<file path="config.mk">
export PLATFORM = sky130hd
export DESIGN_NAME = least_loaded_server_wait_tracker_unit
export DESIGN_NICKNAME = d
export VERILOG_FILES = /design/src/llswt_pkg.sv /design/src/least_loaded_server_wait_tracker_unit.sv /design/src/llswt_ram.sv /design/src/llswt_ctrl.sv /design/src/llswt_dp.sv
export VERILOG_INCLUDE_DIRS = /design/src /design/src/src
export SDC_FILE = /design/constraint.sdc
export NUM_CORES = 1
export LEC_CHECK = 0
export BUFFER_PORTS_ARGS = -buffer_cell sky130_fd_sc_hd__clkbuf_2
export CAP_MARGIN = 20
export CORE_MARGIN = 3
export CORE_UTILIZATION = 45
export CTS_CLUSTER_DIAMETER = 100
export DETAILED_ROUTE_END_ITERATION = 10
export GPL_ROUTABILITY_DRIVEN = 0
export SYNTH_ARGS = -nofsm -noshare
export SYNTH_HDL_FRONTEND = slang
export SYNTH_SLANG_ARGS = --single-unit
</file>
<file path="constraint.sdc">
create_clock -name clk -period 7.75 [get_ports clk]
set_input_delay 1.55 -clock clk [delete_from_list [all_inputs] [get_ports clk]]
set_output_delay 1.55 -clock clk [all_outputs]
set_load 0.005 [all_outputs]
</file>
<file path="src/least_loaded_server_wait_tracker_unit_macros.svh">
// Assertion macros for the least-loaded server tracker.
`ifndef LEAST_LOADED_SERVER_WAIT_TRACKER_UNIT_MACROS_SVH
`define LEAST_LOADED_SERVER_WAIT_TRACKER_UNIT_MACROS_SVH

// Same-cycle implication, disabled during reset.
`define LLSWT_ASSERT_IMP(lbl, ante, cons) \
  lbl: assert property (@(posedge clk) disable iff (rst) (ante) |-> (cons)) \
    else $error("llswt assertion failed");

// Next-cycle implication, disabled during reset.
`define LLSWT_ASSERT_NXT(lbl, ante, cons) \
  lbl: assert property (@(posedge clk) disable iff (rst) (ante) |=> (cons)) \
    else $error("llswt assertion failed");

`endif

</file>
<file path="src/llswt_pkg.sv">
package llswt_pkg;

  localparam int ARR_W      = 32;
  localparam int REM_W      = 32;
  localparam int SVC_W      = 16;
  localparam int CNT_W      = 16;
  localparam int SCNT_W     = 5;
  localparam int LIMIT_W    = 16;
  localparam int OUT_IDX_W  = 4;
  localparam int CFG_IDX_W  = 2;
  localparam int CFG_DATA_W = 16;
  localparam int CMP_W      = 7;

  localparam logic [SCNT_W-1:0]  RESET_SERVER_COUNT = 5'd16;
  localparam logic [LIMIT_W-1:0] RESET_WAIT_LIMIT   = 16'd20;

  typedef enum logic [CFG_IDX_W-1:0] {
    CFG_SERVER_COUNT = 2'd0,
    CFG_WAIT_LIMIT   = 2'd1
  } cfg_reg_t;

  typedef enum logic [1:0] {
    ST_IDLE,
    ST_SCAN,
    ST_DRAIN,
    ST_FINAL
  } state_t;

  typedef struct packed {
    logic start;
    logic scan;
    logic finish;
  } cmd_t;

  typedef struct packed {
    logic rd_last;
    logic out_free;
  } status_t;

endpackage

</file>
<file path="src/least_loaded_server_wait_tracker_unit.sv">
// Least-loaded server assignment with late-job counting.
// Input channel (in_valid/in_ready): one beat is one job, arrival_time and
// service_time. Output channel (out_valid/out_ready): one beat per job with
// chosen_server, wait_time, late and late_total.
// Config: cfg_write with cfg_index 0 (server_count) or 1 (wait_limit) and
// cfg_data; write only while no job is in flight. Other indexes are ignored.
// Each job makes one pass over the remaining-time RAM (separate read and
// write ports): a read, a decrement write-back and a compare per server, then
// one update, which registers the result; no new job is taken before it.
// The result sits in an output register, so the next job is accepted while
// it waits; a receiver stall that lasts until the next job's final step holds
// the block in that step until the output register frees.
// Reset (synchronous, rst high) clears all remaining times, the arrival
// history and the late count at once, and restores server_count = 16 and
// wait_limit = 20; the first job is taken in the cycle after reset drops.
module least_loaded_server_wait_tracker_unit #(
  parameter int MAX_SERVERS = 16
) (
  input  logic                             clk,
  input  logic                             rst,
  input  logic                             cfg_write,
  input  logic [llswt_pkg::CFG_IDX_W-1:0]  cfg_index,
  input  logic [llswt_pkg::CFG_DATA_W-1:0] cfg_data,
  input  logic                             in_valid,
  output logic                             in_ready,
  input  logic [llswt_pkg::ARR_W-1:0]      arrival_time,
  input  logic [llswt_pkg::SVC_W-1:0]      service_time,
  output logic                             out_valid,
  input  logic                             out_ready,
  output logic [llswt_pkg::OUT_IDX_W-1:0]  chosen_server,
  output logic [llswt_pkg::REM_W-1:0]      wait_time,
  output logic                             late,
  output logic [llswt_pkg::CNT_W-1:0]      late_total
);

  import llswt_pkg::*;

  `include "least_loaded_server_wait_tracker_unit_macros.svh"

  cmd_t    cmd;
  status_t status;

  llswt_ctrl u_ctrl (
    .clk     (clk),
    .rst     (rst),
    .in_valid(in_valid),
    .in_ready(in_ready),
    .status  (status),
    .cmd     (cmd)
  );

  llswt_dp #(
    .MAX_SERVERS(MAX_SERVERS)
  ) u_dp (
    .clk          (clk),
    .rst          (rst),
    .cmd          (cmd),
    .status       (status),
    .cfg_write    (cfg_write),
    .cfg_index    (cfg_index),
    .cfg_data     (cfg_data),
    .arrival_time (arrival_time),
    .service_time (service_time),
    .out_ready    (out_ready),
    .out_valid    (out_valid),
    .chosen_server(chosen_server),
    .wait_time    (wait_time),
    .late         (late),
    .late_total   (late_total)
  );

  `LLSWT_ASSERT_NXT(a_busy_after_accept, in_valid && in_ready, !in_ready)
  `LLSWT_ASSERT_IMP(a_finish_needs_slot, cmd.finish, status.out_free)
  `LLSWT_ASSERT_IMP(a_late_counted, out_valid && late, late_total != '0)

endmodule

</file>
<file path="src/llswt_ram.sv">
module llswt_ram #(
  parameter int WIDTH  = 32,
  parameter int DEPTH  = 16,
  parameter int ADDR_W = (DEPTH > 1) ? $clog2(DEPTH) : 1
) (
  input  logic              clk,
  input  logic              we,
  input  logic [ADDR_W-1:0] waddr,
  input  logic [WIDTH-1:0]  wdata,
  input  logic [ADDR_W-1:0] raddr,
  output logic [WIDTH-1:0]  rdata
);

  logic [WIDTH-1:0] mem [DEPTH];

  always_ff @(posedge clk) begin
    if (we) begin
      mem[waddr] <= wdata;
    end
    rdata <= mem[raddr];
  end

endmodule

</file>
<file path="src/llswt_ctrl.sv">
module llswt_ctrl (
  input  logic               clk,
  input  logic               rst,
  input  logic               in_valid,
  output logic               in_ready,
  input  llswt_pkg::status_t status,
  output llswt_pkg::cmd_t    cmd
);

  import llswt_pkg::*;

  state_t state, state_next;

  always_ff @(posedge clk) begin
    if (rst) begin
      state <= ST_IDLE;
    end else begin
      state <= state_next;
    end
  end

  always_comb begin
    state_next = state;
    cmd        = '0;
    in_ready   = 1'b0;
    case (state)
      ST_IDLE: begin
        in_ready = !rst;
        if (in_valid && !rst) begin
          cmd.start  = 1'b1;
          state_next = ST_SCAN;
        end
      end
      ST_SCAN: begin
        cmd.scan = 1'b1;
        if (status.rd_last) begin
          state_next = ST_DRAIN;
        end
      end
      ST_DRAIN: begin
        state_next = ST_FINAL;
      end
      ST_FINAL: begin
        if (status.out_free) begin
          cmd.finish = 1'b1;
          state_next = ST_IDLE;
        end
      end
      default: begin
        state_next = ST_IDLE;
      end
    endcase
  end

endmodule

</file>
<file path="src/llswt_dp.sv">
module llswt_dp #(
  parameter int MAX_SERVERS = 16
) (
  input  logic                             clk,
  input  logic                             rst,
  input  llswt_pkg::cmd_t                  cmd,
  output llswt_pkg::status_t               status,
  input  logic                             cfg_write,
  input  logic [llswt_pkg::CFG_IDX_W-1:0]  cfg_index,
  input  logic [llswt_pkg::CFG_DATA_W-1:0] cfg_data,
  input  logic [llswt_pkg::ARR_W-1:0]      arrival_time,
  input  logic [llswt_pkg::SVC_W-1:0]      service_time,
  input  logic                             out_ready,
  output logic                             out_valid,
  output logic [llswt_pkg::OUT_IDX_W-1:0]  chosen_server,
  output logic [llswt_pkg::REM_W-1:0]      wait_time,
  output logic                             late,
  output logic [llswt_pkg::CNT_W-1:0]      late_total
);

  import llswt_pkg::*;

  localparam int IDX_W = (MAX_SERVERS > 1) ? $clog2(MAX_SERVERS) : 1;

  logic [IDX_W-1:0]       rd_idx, proc_idx, best_idx;
  logic                   proc_valid, rd_vld;
  logic [MAX_SERVERS-1:0] ent_valid;
  logic [REM_W-1:0]       rdata, cur, dec, best_orig, best_dec, elapsed;
  logic [ARR_W-1:0]       last_arrival;
  logic                   seen_first;
  logic [SVC_W-1:0]       service;
  logic [SCNT_W-1:0]      server_count;
  logic [LIMIT_W-1:0]     wait_limit;
  logic [CNT_W-1:0]       late_counter, late_counter_next;
  logic                   active, take_best, is_late;
  logic [REM_W:0]         grown;
  logic [REM_W-1:0]       final_rem;
  logic                   ram_we;
  logic [IDX_W-1:0]       ram_waddr;
  logic [REM_W-1:0]       ram_wdata;

  llswt_ram #(
    .WIDTH (REM_W),
    .DEPTH (MAX_SERVERS),
    .ADDR_W(IDX_W)
  ) u_rem_ram (
    .clk  (clk),
    .we   (ram_we),
    .waddr(ram_waddr),
    .wdata(ram_wdata),
    .raddr(rd_idx),
    .rdata(rdata)
  );

  // never-written entries read as zero
  assign cur = rd_vld ? rdata : '0;
  assign dec = (cur > elapsed) ? cur - elapsed : '0;

  assign active    = (proc_idx == '0) || (CMP_W'(proc_idx) < CMP_W'(server_count));
  assign take_best = proc_valid && active && ((proc_idx == '0) || (cur < best_orig));

  assign grown     = {1'b0, best_dec} + (REM_W + 1)'(service);
  assign final_rem = grown[REM_W] ? '1 : grown[REM_W-1:0];

  assign ram_we    = proc_valid || cmd.finish;
  assign ram_waddr = cmd.finish ? best_idx : proc_idx;
  assign ram_wdata = cmd.finish ? final_rem : dec;

  assign is_late           = best_dec > REM_W'(wait_limit);
  assign late_counter_next = (is_late && late_counter != '1) ? late_counter + CNT_W'(1)
                                                              : late_counter;

  assign status.rd_last  = (rd_idx == IDX_W'(MAX_SERVERS - 1));
  assign status.out_free = !out_valid || out_ready;

  always_ff @(posedge clk) begin
    if (rst) begin
      proc_valid   <= 1'b0;
      ent_valid    <= '0;
      seen_first   <= 1'b0;
      last_arrival <= '0;
      late_counter <= '0;
      server_count <= RESET_SERVER_COUNT;
      wait_limit   <= RESET_WAIT_LIMIT;
      out_valid    <= 1'b0;
    end else begin
      if (cfg_write) begin
        case (cfg_index)
          CFG_SERVER_COUNT: server_count <= cfg_data[SCNT_W-1:0];
          CFG_WAIT_LIMIT:   wait_limit   <= cfg_data[LIMIT_W-1:0];
          default: ;
        endcase
      end
      if (cmd.start) begin
        elapsed      <= (seen_first && arrival_time >= last_arrival) ?
                        arrival_time - last_arrival : '0;
        last_arrival <= arrival_time;
        seen_first   <= 1'b1;
        service      <= service_time;
        rd_idx       <= '0;
      end
      if (cmd.scan) begin
        rd_idx   <= rd_idx + IDX_W'(1);
        rd_vld   <= ent_valid[rd_idx];
        proc_idx <= rd_idx;
      end
      proc_valid <= cmd.scan;
      if (take_best) begin
        best_idx  <= proc_idx;
        best_orig <= cur;
        best_dec  <= dec;
      end
      if (ram_we) begin
        ent_valid[ram_waddr] <= 1'b1;
      end
      if (cmd.finish) begin
        chosen_server <= OUT_IDX_W'(best_idx);
        wait_time     <= best_dec;
        late          <= is_late;
        late_total    <= late_counter_next;
        late_counter  <= late_counter_next;
        out_valid     <= 1'b1;
      end else if (out_ready) begin
        out_valid <= 1'b0;
      end
    end
  end

endmodule
</file>
==> run summary, run 1 <==
Part of the cycle the worst path needs: 65.41%. TritonCTS built the clock tree. sky130_fd_sc_hd__edfxtp_1 takes more of the synthesized area than any other cell.

Counting flops and latches in the post-synthesis netlist gives 812. The final layout contains routed wiring with a total length of 90.71 mm. The power share of the combinational group is 27.0%.

The per-cell via count in the routed design works out to 5.798. The flow ran to the end, and the final reports show no timing, DRC or antenna violations. The count of nets left with antenna violations once routing finished came out at 0.

The data required time of the critical path was 8.06 ns; the maximum ir drop on the vdd rail was 0.1990 mV. The floorplan step defined a die boundary enclosing 84,240 um2. The boundary pin count was 126; the detailed placement HPWL was 57.73 mm. The tools report the hold buffer count at cts as 0. The count of yosys warnings during synthesis came out at 0. The number of flops mapped to enable cells by yosys works out to 690.

The worst min-delay path class was flip-flop to flip-flop. Post-CTS timing repair inserted 0 buffers for setup. The clock tree buffer depth is 3, and the share of total power in the clock network is 30.9%.

Critical path class: flip-flop to flip-flop. Setup total negative slack on the finished layout was measured at 0 ns. The logs give 0 for the max-slew violation count and 0 for the count of final setup violators. The final standard cell utilization of the core is 52.07%. The endpoint class of the critical path is a flip-flop.

Cell internal power was estimated by the tool at 0.009502 W. The number of gates resized after CTS was 0. The worst setup skew after layout is 0.04505 ns, and the switching share of total power is 31.09%. Master cell of the clock root buffer: sky130_fd_sc_hd__clkbuf_16. For this run, the post-layout net count is 2,801. The share of the Yosys chip area taken by registers is 63.71%.

Startpoint kind of the worst setup timing path: a flip-flop. Layout overhead on the synthesized area: 13.88%. Synthesis produced 2,441 cells.

The floorplan row count came out at 103. The peak fanout along the critical path was 32; the maximum operating frequency was 197.3 MHz. The floorplan step defined a core boundary enclosing 79,520 um2.

Yosys attributes the largest share of cell area to sky130_fd_sc_hd__edfxtp_1 (57%), sky130_fd_sc_hd__mux4_2 (10%), sky130_fd_sc_hd__dfxtp_1 (6.7%). The number of input and output port buffers inserted was 125; the horizontal die dimension was 290.2 um. The most frequently used flop master after synthesis is sky130_fd_sc_hd__edfxtp_1. The run gives 5.38 ns as the worst path arrival time. The average wire per standard cell is 24.40 um, and the global-route total usage across every layer is 21.36%.

For the pin with the worst max-slew slack, the measured transition is 1.056 ns. Entering global routing, the biggest net connects 136 pins. In this run the power density over the cells is 333.0 nW/um2. The tools report the sequential share of power as 42.1%. The overall via count from detail_route came out at 21,558.

The initial utilization of the core area, before any placement, comes to 45.72%. The logs give 0.67 ns for the latest clock arrival within the worst-skew pair and 29.30% for the worst max-slew margin expressed relative to the limit. The logs give 86 for the total CTS buffers and 137.0 mm for the first-pass GRT wire length. After detailed routing, the number of remaining DRC violations is 0. The number of maximum-capacitance constraint violations was 0; the time the final worst path needs with I/O delays and setup was 5.070 ns.

The hold violation total from the final report came out at 0. Number of global-route vias before repair: 21,884. CTS saw 812 sinks.

Total congestion overflow after global routing: 0. The share of synthesized area in the top cell type comes to 56.99%. Counting distinct cell types in the post-synthesis netlist gives 90. In this run the static leakage power is 14.68 nW. For this design the total switching power over the nets is 0.004287 W. The initial DRC count was 1,894; the die boundary height was 290.2 um.

The share of flip-flops with an asynchronous set or reset works out to 0%. The clock tree synthesis step divided the H-tree into 3 levels. Of the cells placed in the final design, the portion with a size suffix greater than 1 is 20.66%.

After clock tree synthesis, the clock-pin slew on the worst setup and hold paths is 0.06 ns. The number of nets handed over by synthesis was 2,646. Setup repair after global routing left no endpoint under its margin. Before antenna repair, the detailed router went through 5 iterations. The mean instance size in the synthesized netlist is 14.89 um2. Number of antenna violations at the first check in global routing: 3. The cell area that synthesis handed to floorplanning was 36,360 um2.
## path summary, 6_finish.rpt
kind / slack [ns] / cells after the start / end / from
max: 2.68 / 14 / u_dp.u_rem_ram.mem[0][17]$_DFFE_PP_ / u_dp.rd_vld$_DFFE_PP_
min: 0.46 / 2 / u_dp.wait_limit[5]$_SDFFE_PP0P_ / u_dp.wait_limit[5]$_SDFFE_PP0P_
max reg2reg: 2.68 / 14 / u_dp.u_rem_ram.mem[0][17]$_DFFE_PP_ / u_dp.rd_vld$_DFFE_PP_
min reg2reg: 0.46 / 2 / u_dp.wait_limit[5]$_SDFFE_PP0P_ / u_dp.wait_limit[5]$_SDFFE_PP0P_
## through the flow
stage	instances	total power (W)	setup slack, ns	hold WS (ns)	cell area (um2)
6_report	3718	0.01379	2.680	0.4603	41400
3_3_place_gp	3551	0.009489	2.565	0.4450	38310
2_1_floorplan	2441	0.008378	0.1196	0.4244	36360
3_5_place_dp	3554	0.009574	2.475	0.4522	38360
5_1_grt	3717	0.01440	2.530	0.4781	41400
4_1_cts	3713	0.01386	2.413	0.4611	41350
## routing by layer
metal,routed length [um],track usage (%),vias up
li1,-,-,9676
met1,39350,29.67,11064
met2,44240,35.40,693
met3,5182,3.064,125
met4,1947,5.950,0
met5,0,0,-
## cell usage after synthesis (6+ instances only)
| library cell | number |
|---|---|
| sky130_fd_sc_hd__buf_2 | 9 |
| sky130_fd_sc_hd__nor2_4 | 13 |
| sky130_fd_sc_hd__a2bb2oi_2 | 18 |
| sky130_fd_sc_hd__and2_1 | 50 |
| sky130_fd_sc_hd__a21o_1 | 53 |
| sky130_fd_sc_hd__nor2_2 | 9 |
| sky130_fd_sc_hd__nand3_1 | 30 |
| sky130_fd_sc_hd__and3_1 | 17 |
| sky130_fd_sc_hd__buf_1 | 16 |
| sky130_fd_sc_hd__ha_1 | 131 |
| sky130_fd_sc_hd__o21bai_1 | 13 |
| sky130_fd_sc_hd__nand2b_1 | 14 |
| sky130_fd_sc_hd__nand2_1 | 126 |
| sky130_fd_sc_hd__o21ai_0 | 53 |
| sky130_fd_sc_hd__o21a_1 | 19 |
| sky130_fd_sc_hd__nor2b_1 | 18 |
| sky130_fd_sc_hd__nor4_1 | 9 |
| sky130_fd_sc_hd__nand4_1 | 34 |
| sky130_fd_sc_hd__nor3_1 | 25 |
| sky130_fd_sc_hd__dfxtp_1 | 122 |
| sky130_fd_sc_hd__mux4_2 | 165 |
| sky130_fd_sc_hd__a21oi_1 | 92 |
| sky130_fd_sc_hd__o22a_1 | 6 |
| sky130_fd_sc_hd__nand3b_1 | 9 |
| sky130_fd_sc_hd__inv_1 | 143 |
| sky130_fd_sc_hd__o211ai_1 | 7 |
| sky130_fd_sc_hd__clkbuf_1 | 73 |
| sky130_fd_sc_hd__buf_6 | 7 |
| sky130_fd_sc_hd__nor2_1 | 176 |
| sky130_fd_sc_hd__edfxtp_1 | 690 |
| sky130_fd_sc_hd__a31oi_1 | 16 |
| sky130_fd_sc_hd__xnor2_1 | 53 |
| sky130_fd_sc_hd__o31ai_1 | 42 |
| sky130_fd_sc_hd__a211oi_1 | 11 |
| sky130_fd_sc_hd__xor2_1 | 55 |
| sky130_fd_sc_hd__and4_1 | 6 |
## flip-flops by register name (all words and copies together) (netlist names), 2 cells and up
name,flops
u_dp.u_rem_ram.mem,512
u_dp.late_total,16
u_dp.best_orig,32
u_dp.chosen_server,4
u_dp.ent_valid,16
u_dp.elapsed,32
u_dp.wait_time,32
u_dp.u_rem_ram.rdata,32
u_dp.wait_limit,16
u_dp.server_count,5
u_ctrl.state,2
u_dp.best_idx,4
u_dp.proc_idx,4
u_dp.late_counter,16
u_dp.rd_idx,4
u_dp.service,16
u_dp.last_arrival,32
u_dp.best_dec,32
## power groups by stage
| stage | combinational [W] | clock [W] | sequential, W |
|---|---|---|---|
| final | 0.00372 | 0.00427 | 0.00580 |
| after global routing | 0.00404 | 0.00454 | 0.00582 |
| after CTS | 0.00370 | 0.00436 | 0.00580 |
| after detailed placement | 0.00368 | 0 | 0.00589 |
| after global placement | 0.00360 | 0 | 0.00589 |
| after floorplan | 0.00263 | 0 | 0.00575 |
## cell usage in the layout (no fill, tap or decap), types with 42 or more instances in the layout
cell type                     n
sky130_fd_sc_hd__o31ai_1     42
sky130_fd_sc_hd__clkbuf_2   124
sky130_fd_sc_hd__o21ai_0     52
sky130_fd_sc_hd__edfxtp_1   690
sky130_fd_sc_hd__xor2_1      55
sky130_fd_sc_hd__and2_1      49
sky130_fd_sc_hd__nand2_1    126
sky130_fd_sc_hd__mux4_2     165
sky130_fd_sc_hd__dfxtp_1    122
sky130_fd_sc_hd__inv_1      143
sky130_fd_sc_hd__clkbuf_16   86
sky130_fd_sc_hd__buf_4       44
sky130_fd_sc_hd__a21oi_1     92
sky130_fd_sc_hd__ha_1       131
sky130_fd_sc_hd__a21o_1      53
sky130_fd_sc_hd__xnor2_1     53
sky130_fd_sc_hd__nor2_1     159
## kinds of logic after synthesis
family,count (synthesis),share of synthesized area (%)
XOR/XNOR,108,2.602
multiplexers,169,10.34
AND/OR/NAND/NOR,569,7.926
AO/OA/AOI/OAI,398,7.950
flip-flops,812,63.71
adder cells (fa/ha/maj),136,4.729
buffers and inverters,249,2.746
## cell type report
type	count	area (um2)
flip-flops and latches	812	23160
clock inverters	39	564.3
well taps	1050	1314
repair buffers	172	1046
fillers	6485	38110
inverters	144	541.8
clock buffers	120	2430
diodes	1	2.502
multi-input cells	1380	12340
## worst max-delay path: stages (launching register included)
cell	delay, ns
sky130_fd_sc_hd__edfxtp_1	0.53
sky130_fd_sc_hd__buf_16	0.23
sky130_fd_sc_hd__buf_4	0.18
sky130_fd_sc_hd__and2_1	0.18
sky130_fd_sc_hd__ha_1	0.42
sky130_fd_sc_hd__nand2_1	0.07
sky130_fd_sc_hd__or2_1	0.27
sky130_fd_sc_hd__nor2_1	0.20
sky130_fd_sc_hd__nand4_1	0.17
sky130_fd_sc_hd__nand2_1	0.23
sky130_fd_sc_hd__o21ai_1	0.15
sky130_fd_sc_hd__o41a_2	0.73
sky130_fd_sc_hd__buf_4	0.39
sky130_fd_sc_hd__a21oi_2	0.19
sky130_fd_sc_hd__a2bb2oi_2	0.73
(Power assumes the default switching activity.)
==> inputs of run 2 (changes only) <==
--- a/config.mk
+++ b/config.mk
@@ -6,6 +6,7 @@
 export SDC_FILE = /design/constraint.sdc
 export NUM_CORES = 1
 export LEC_CHECK = 0
+export ABC_AREA = 1
 export BUFFER_PORTS_ARGS = -buffer_cell sky130_fd_sc_hd__clkbuf_2
 export CAP_MARGIN = 20
 export CORE_MARGIN = 3
==> constraint.sdc (replaced) <==
create_clock -name clk -period 4.3 [get_ports clk]
set_input_delay 0.86 -clock clk [delete_from_list [all_inputs] [get_ports clk]]
set_output_delay 0.86 -clock clk [all_outputs]
set_load 0.005 [all_outputs]
==> run summary, run 2 <==
For the clock tree buffer depth, the log shows 3 (unchanged). The run gives 0 (unchanged) as the count of yosys warnings during synthesis. For the number of buffers added for setup after CTS, the log shows 0 (unchanged).

The top cell types in the final layout, fill and taps aside, are sky130_fd_sc_hd__edfxtp_1 (690), sky130_fd_sc_hd__nand2_1 (549), sky130_fd_sc_hd__nor2_1 (475), sky130_fd_sc_hd__o21ai_0 (409), sky130_fd_sc_hd__inv_1 (346). The cell family contributing the most delay on the critical path is simple AND/OR/NAND/NOR gates. The worst min-delay path class was primary input to flip-flop.

The net count of the mapped netlist was 3,886 (+47%); the die boundary height was 295.5 um (+1.8%). The tools report the first-pass GRT wire length as 157.4 mm (+15%). The final net count was 4,006 (+43%); the number of flip-flops in the largest register was 512 (unchanged). The critical path in this run is classified as flip-flop to flip-flop. Most repeated library cell on the critical path: sky130_fd_sc_hd__nand2_1. The tools report the worst setup skew after layout as 0.02496 ns (-0.02009 ns). Reg-to-reg critical path startpoint: u_dp.rd_vld$_DFFE_PP_. The share of flip-flops with an asynchronous set or reset is 0% (unchanged). The logs give 0.02585 W (+87%) for the total power consumption of the routed design and 0 (unchanged) for the number of resized instances in the post-cts repair step. Among all flip-flop cells after synthesis, the most frequent one is sky130_fd_sc_hd__edfxtp_1. For the maximum operating frequency, the log shows 264.9 MHz (+34%). The number of input and output port buffers inserted is 125 (unchanged), and the worst hold path stage count is 1 (-1). The initial DRC count was 2,567 (+36%).

The time the final worst path needs with I/O delays and setup was 3.775 ns (-1.295 ns); the number of distinct library cell variants in the gate-level netlist after synthesis was 48 (-47%). The maximum single-stage delay on the critical path came out at 0.43 ns (-0.30 ns). The peak fanout along the critical path works out to 36 (+13%).

The tools report the master cell of the clock root buffer as sky130_fd_sc_hd__clkbuf_16. The part of the cycle the worst path needs was 87.79% (+22 points). The total core area came out at 82,500 um2 (+3.8%). For the maximum ir drop on the vdd rail, the log shows 0.3835 mV (+93%). The run gives 16.28 nW (+11%) as the leakage power summed over all cells. The launch point of the worst hold path was service_time[0]. The run gives 0.4039 ns (-0.05640 ns) as the worst hold margin.

The signal on the critical path passes through buf_12 > nand2_1 > inv_1 > ha_1 > inv_1 > nor3_1 > nand2_1 > nor3_1 > nand2_1 > nand2_4 > buf_4 > nor2_4 > nand2_1 > nand2_1. Fraction of post-synthesis cell area in the top cell type by area: 54.92% (-2.1 points). The tools report the startpoint kind of the worst setup timing path as a flip-flop. The run gives 45.72% (about the same) as the effective utilization at floorplan. Capture instance of the worst register-to-register path: u_dp.u_rem_ram.mem[14][10]$_DFFE_PP_.

The largest net degree at the start of global routing is 159 (+17%), and the layout overhead on the synthesized area is 13.04%. The worst hold path terminates at u_dp.service[0]$_DFFE_PP_. The worst max-slew margin expressed relative to the limit was 34.60% (+5.3 points). Detailed placement HPWL: 67.82 mm (+17%).

The final-layout setup total negative slack is 0 ns (unchanged). The tools report the wire length after detailed routing as 103.4 mm (+14%). The run gives 0 (unchanged) as the hold buffer count at cts. The run gives 6 (+1) as the number of optimization iterations in the first detailed-route pass. The number of clock sinks seen by CTS is 812 (unchanged), and the fraction of final layout cells with drive strength greater than 1 is 9.995% (-11 points).

The max-slew violation count came out at 0 (unchanged). The number of flops mapped to enable cells by yosys was 690 (unchanged); the total congestion overflow after global routing was 0 (unchanged). The run gives 51.69% (-0.38 points) as the final standard cell utilization of the core.

The post-synthesis sequential area ratio is 61.40% (-2.3 points). The slowest stage of the critical path is the sky130_fd_sc_hd__edfxtp_1 cell. The tools report the overall via count from detail_route as 27,497 (+28%).

Leaving out fill and tap cells, the most frequent cell in the layout is sky130_fd_sc_hd__edfxtp_1. The run gives 105 (+1.9%) as the floorplan row count. Count of H-tree levels built during CTS: 3 (unchanged). Most flop-heavy register: u_dp.u_rem_ram.mem. Hold violation total from the final report: 0 (unchanged). Ranked by total cell area, the synthesized netlist is headed by sky130_fd_sc_hd__edfxtp_1 (55%), sky130_fd_sc_hd__dfxtp_1 (6.5%), sky130_fd_sc_hd__nand2_1 (5.5%). The synthesized design spends more area on one cell type than any other, namely sky130_fd_sc_hd__edfxtp_1. The total inserted antenna cells came out at 0 (-1). The slack of the worst reg-to-reg path was 0.53 ns (-2.16 ns).

The ratio of total power to cell area is 606.2 nW/um2 (+82%), and the cell area after synthesis is 37,720 um2 (+3.8%). Flop and latch count out of synthesis: 812 (unchanged). The logs give 87 (+1.2%) for the total CTS buffers and 4.50 ns (-3.56 ns) for the data required time of the critical path.

TritonCTS built the clock tree. The mean instance size in the synthesized netlist was 10.25 um2 (-31%). The per-cell via count in the routed design was 5.564 (-4.0%). For the count of final setup violators, the log shows 0 (unchanged). For the global-route total usage across every layer, the log shows 23.60% (+2.2 points). The tools report the worst path arrival time as 3.98 ns (-1.40 ns). Setup repair after global routing left no endpoint under its margin. The worst-case reg-to-reg path depth came out at 14 (unchanged). The latest clock arrival within the worst-skew pair is 0.64 ns (-0.03 ns). The run gives 126 (unchanged) as the boundary pin count.

The transition time of the tightest slew-check pin is 0.9810 ns (-0.07448 ns). The run finished with clean final reports. The run gives 3,681 (+51%) as the post-synthesis cell count. sky130_fd_sc_hd__edfxtp_1 is the most common cell in the netlist. The number of antenna violations at the first check in global routing is 1 (-2). Ranked by instance count, the synthesized netlist is headed by sky130_fd_sc_hd__edfxtp_1 (690), sky130_fd_sc_hd__nand2_1 (551), sky130_fd_sc_hd__nor2_1 (494). The average wire per standard cell was 20.93 um (-14%). Endpoint class of the critical path: a flip-flop. The clock transition at the register clock pins on the worst setup and hold paths after CTS came out at 0.06 ns (about the same).

For the number of maximum-capacitance constraint violations, the log shows 0 (unchanged). The run gives 0 (unchanged) as the final routed DRC violation total. The tools report the number of global-route vias before repair as 26,163 (+20%). The horizontal die dimension works out to 295.5 um (+1.8%). The overall die area is 87,340 um2 (+3.7%).

The number of antenna-violating nets in the routed design is 0 (unchanged), and the critical path buffer and inverter count is 4 (+1).
-- run 2: changes by cell type in the layout (fill, tap and decap cells not counted), moves of 29 or more --
cell,previous run,this run
sky130_fd_sc_hd__inv_1,143,346
sky130_fd_sc_hd__o21ai_0,52,409
sky130_fd_sc_hd__a21oi_1,92,211
sky130_fd_sc_hd__mux4_2,165,0
sky130_fd_sc_hd__nand3_1,30,165
sky130_fd_sc_hd__o31ai_1,42,0
sky130_fd_sc_hd__xnor2_1,53,24
sky130_fd_sc_hd__o221ai_1,2,55
sky130_fd_sc_hd__and2_1,49,1
sky130_fd_sc_hd__o22ai_1,4,75
sky130_fd_sc_hd__a21o_1,53,10
sky130_fd_sc_hd__nand2_1,126,549
sky130_fd_sc_hd__nor2_1,159,475
-- run 2: cells by family (layout without fill, tap and decap cells) --
kind of cell	after synthesis	count (layout)	synth area share, %
AOI/OAI and AO/OA	817	817	12.10
xor gates and xnor gates	62	62	1.439
adders and majority gates	134	134	4.504
buffers and inverters	501	692	5.151
DFF	812	812	61.40
muxes	2	2	0.05307
and+or+nand+nor	1353	1353	15.36
-- run 2: worst max-delay path by stage --
stage	from	to	slack (ns)	cells past startpoint
2_1_floorplan	out_ready	u_dp.chosen_server[0]$_DFFE_PP_	0.09	6
5_1_grt	u_dp.rd_vld$_DFFE_PP_	u_dp.u_rem_ram.mem[7][9]$_DFFE_PP_	0.31	15
3_3_place_gp	u_dp.rd_vld$_DFFE_PP_	u_dp.u_rem_ram.mem[7][13]$_DFFE_PP_	0.64	14
4_1_cts	u_dp.rd_vld$_DFFE_PP_	u_dp.u_rem_ram.mem[14][13]$_DFFE_PP_	0.56	14
3_5_place_dp	u_dp.rd_vld$_DFFE_PP_	u_dp.u_rem_ram.mem[14][13]$_DFFE_PP_	0.61	14
6_report	u_dp.rd_vld$_DFFE_PP_	u_dp.u_rem_ram.mem[14][10]$_DFFE_PP_	0.53	14
-- run 2: worst reg2reg max path, cell delays in order, from the launching register on --
cell and delay [ns]:
sky130_fd_sc_hd__edfxtp_1 0.43, sky130_fd_sc_hd__buf_12 0.21, sky130_fd_sc_hd__nand2_1 0.08, sky130_fd_sc_hd__inv_1 0.07, sky130_fd_sc_hd__ha_1 0.38, sky130_fd_sc_hd__inv_1 0.10, sky130_fd_sc_hd__nor3_1 0.30, sky130_fd_sc_hd__nand2_1 0.12
sky130_fd_sc_hd__nor3_1 0.30, sky130_fd_sc_hd__nand2_1 0.16, sky130_fd_sc_hd__nand2_4 0.36, sky130_fd_sc_hd__buf_4 0.33, sky130_fd_sc_hd__nor2_4 0.05, sky130_fd_sc_hd__nand2_1 0.06, sky130_fd_sc_hd__nand2_1 0.39
-- run 2: area by class of cell --
class / count / area (um2)
Inverter: 352 / 1328
Tap cell: 1070 / 1339
Fill cell: 7415 / 39860
Clock inverter: 43 / 384.1
Sequential cell: 812 / 23160
Clock buffer: 117 / 2425
Timing Repair Buffer: 180 / 1239
Multi-Input combinational cell: 2368 / 12770
-- run 2: where the power goes --
group / internal, W / switching [W]
sequential: 0.0102 / 0.000396
clock: 0.00432 / 0.00304
combinational: 0.00212 / 0.00580
total: 0.0166 / 0.00923
-- run 2: routing by layer --
layer | up-vias | routed length, um | GRT usage, % | part of all wire, %
li1 | 13102 | - | - | -
met5 | - | 0 | 0 | 0
met4 | 0 | 2746 | 6.358 | 2.7
met1 | 13367 | 45980 | 33.02 | 44
met3 | 178 | 6211 | 3.185 | 6.0
met2 | 850 | 48490 | 38.88 | 47
-- run 2: stage by stage --
| stage | instances | setup slack, ns | cell area (um2) |
|---|---|---|---|
| global placement | 4782 | 0.6391 | 39830 |
| finish | 4942 | 0.5252 | 42640 |
| CTS | 4942 | 0.5637 | 42640 |
| global route | 4942 | 0.3111 | 42640 |
| detailed placement | 4782 | 0.6094 | 39830 |
| floorplan | 3681 | 0.09480 | 37730 |
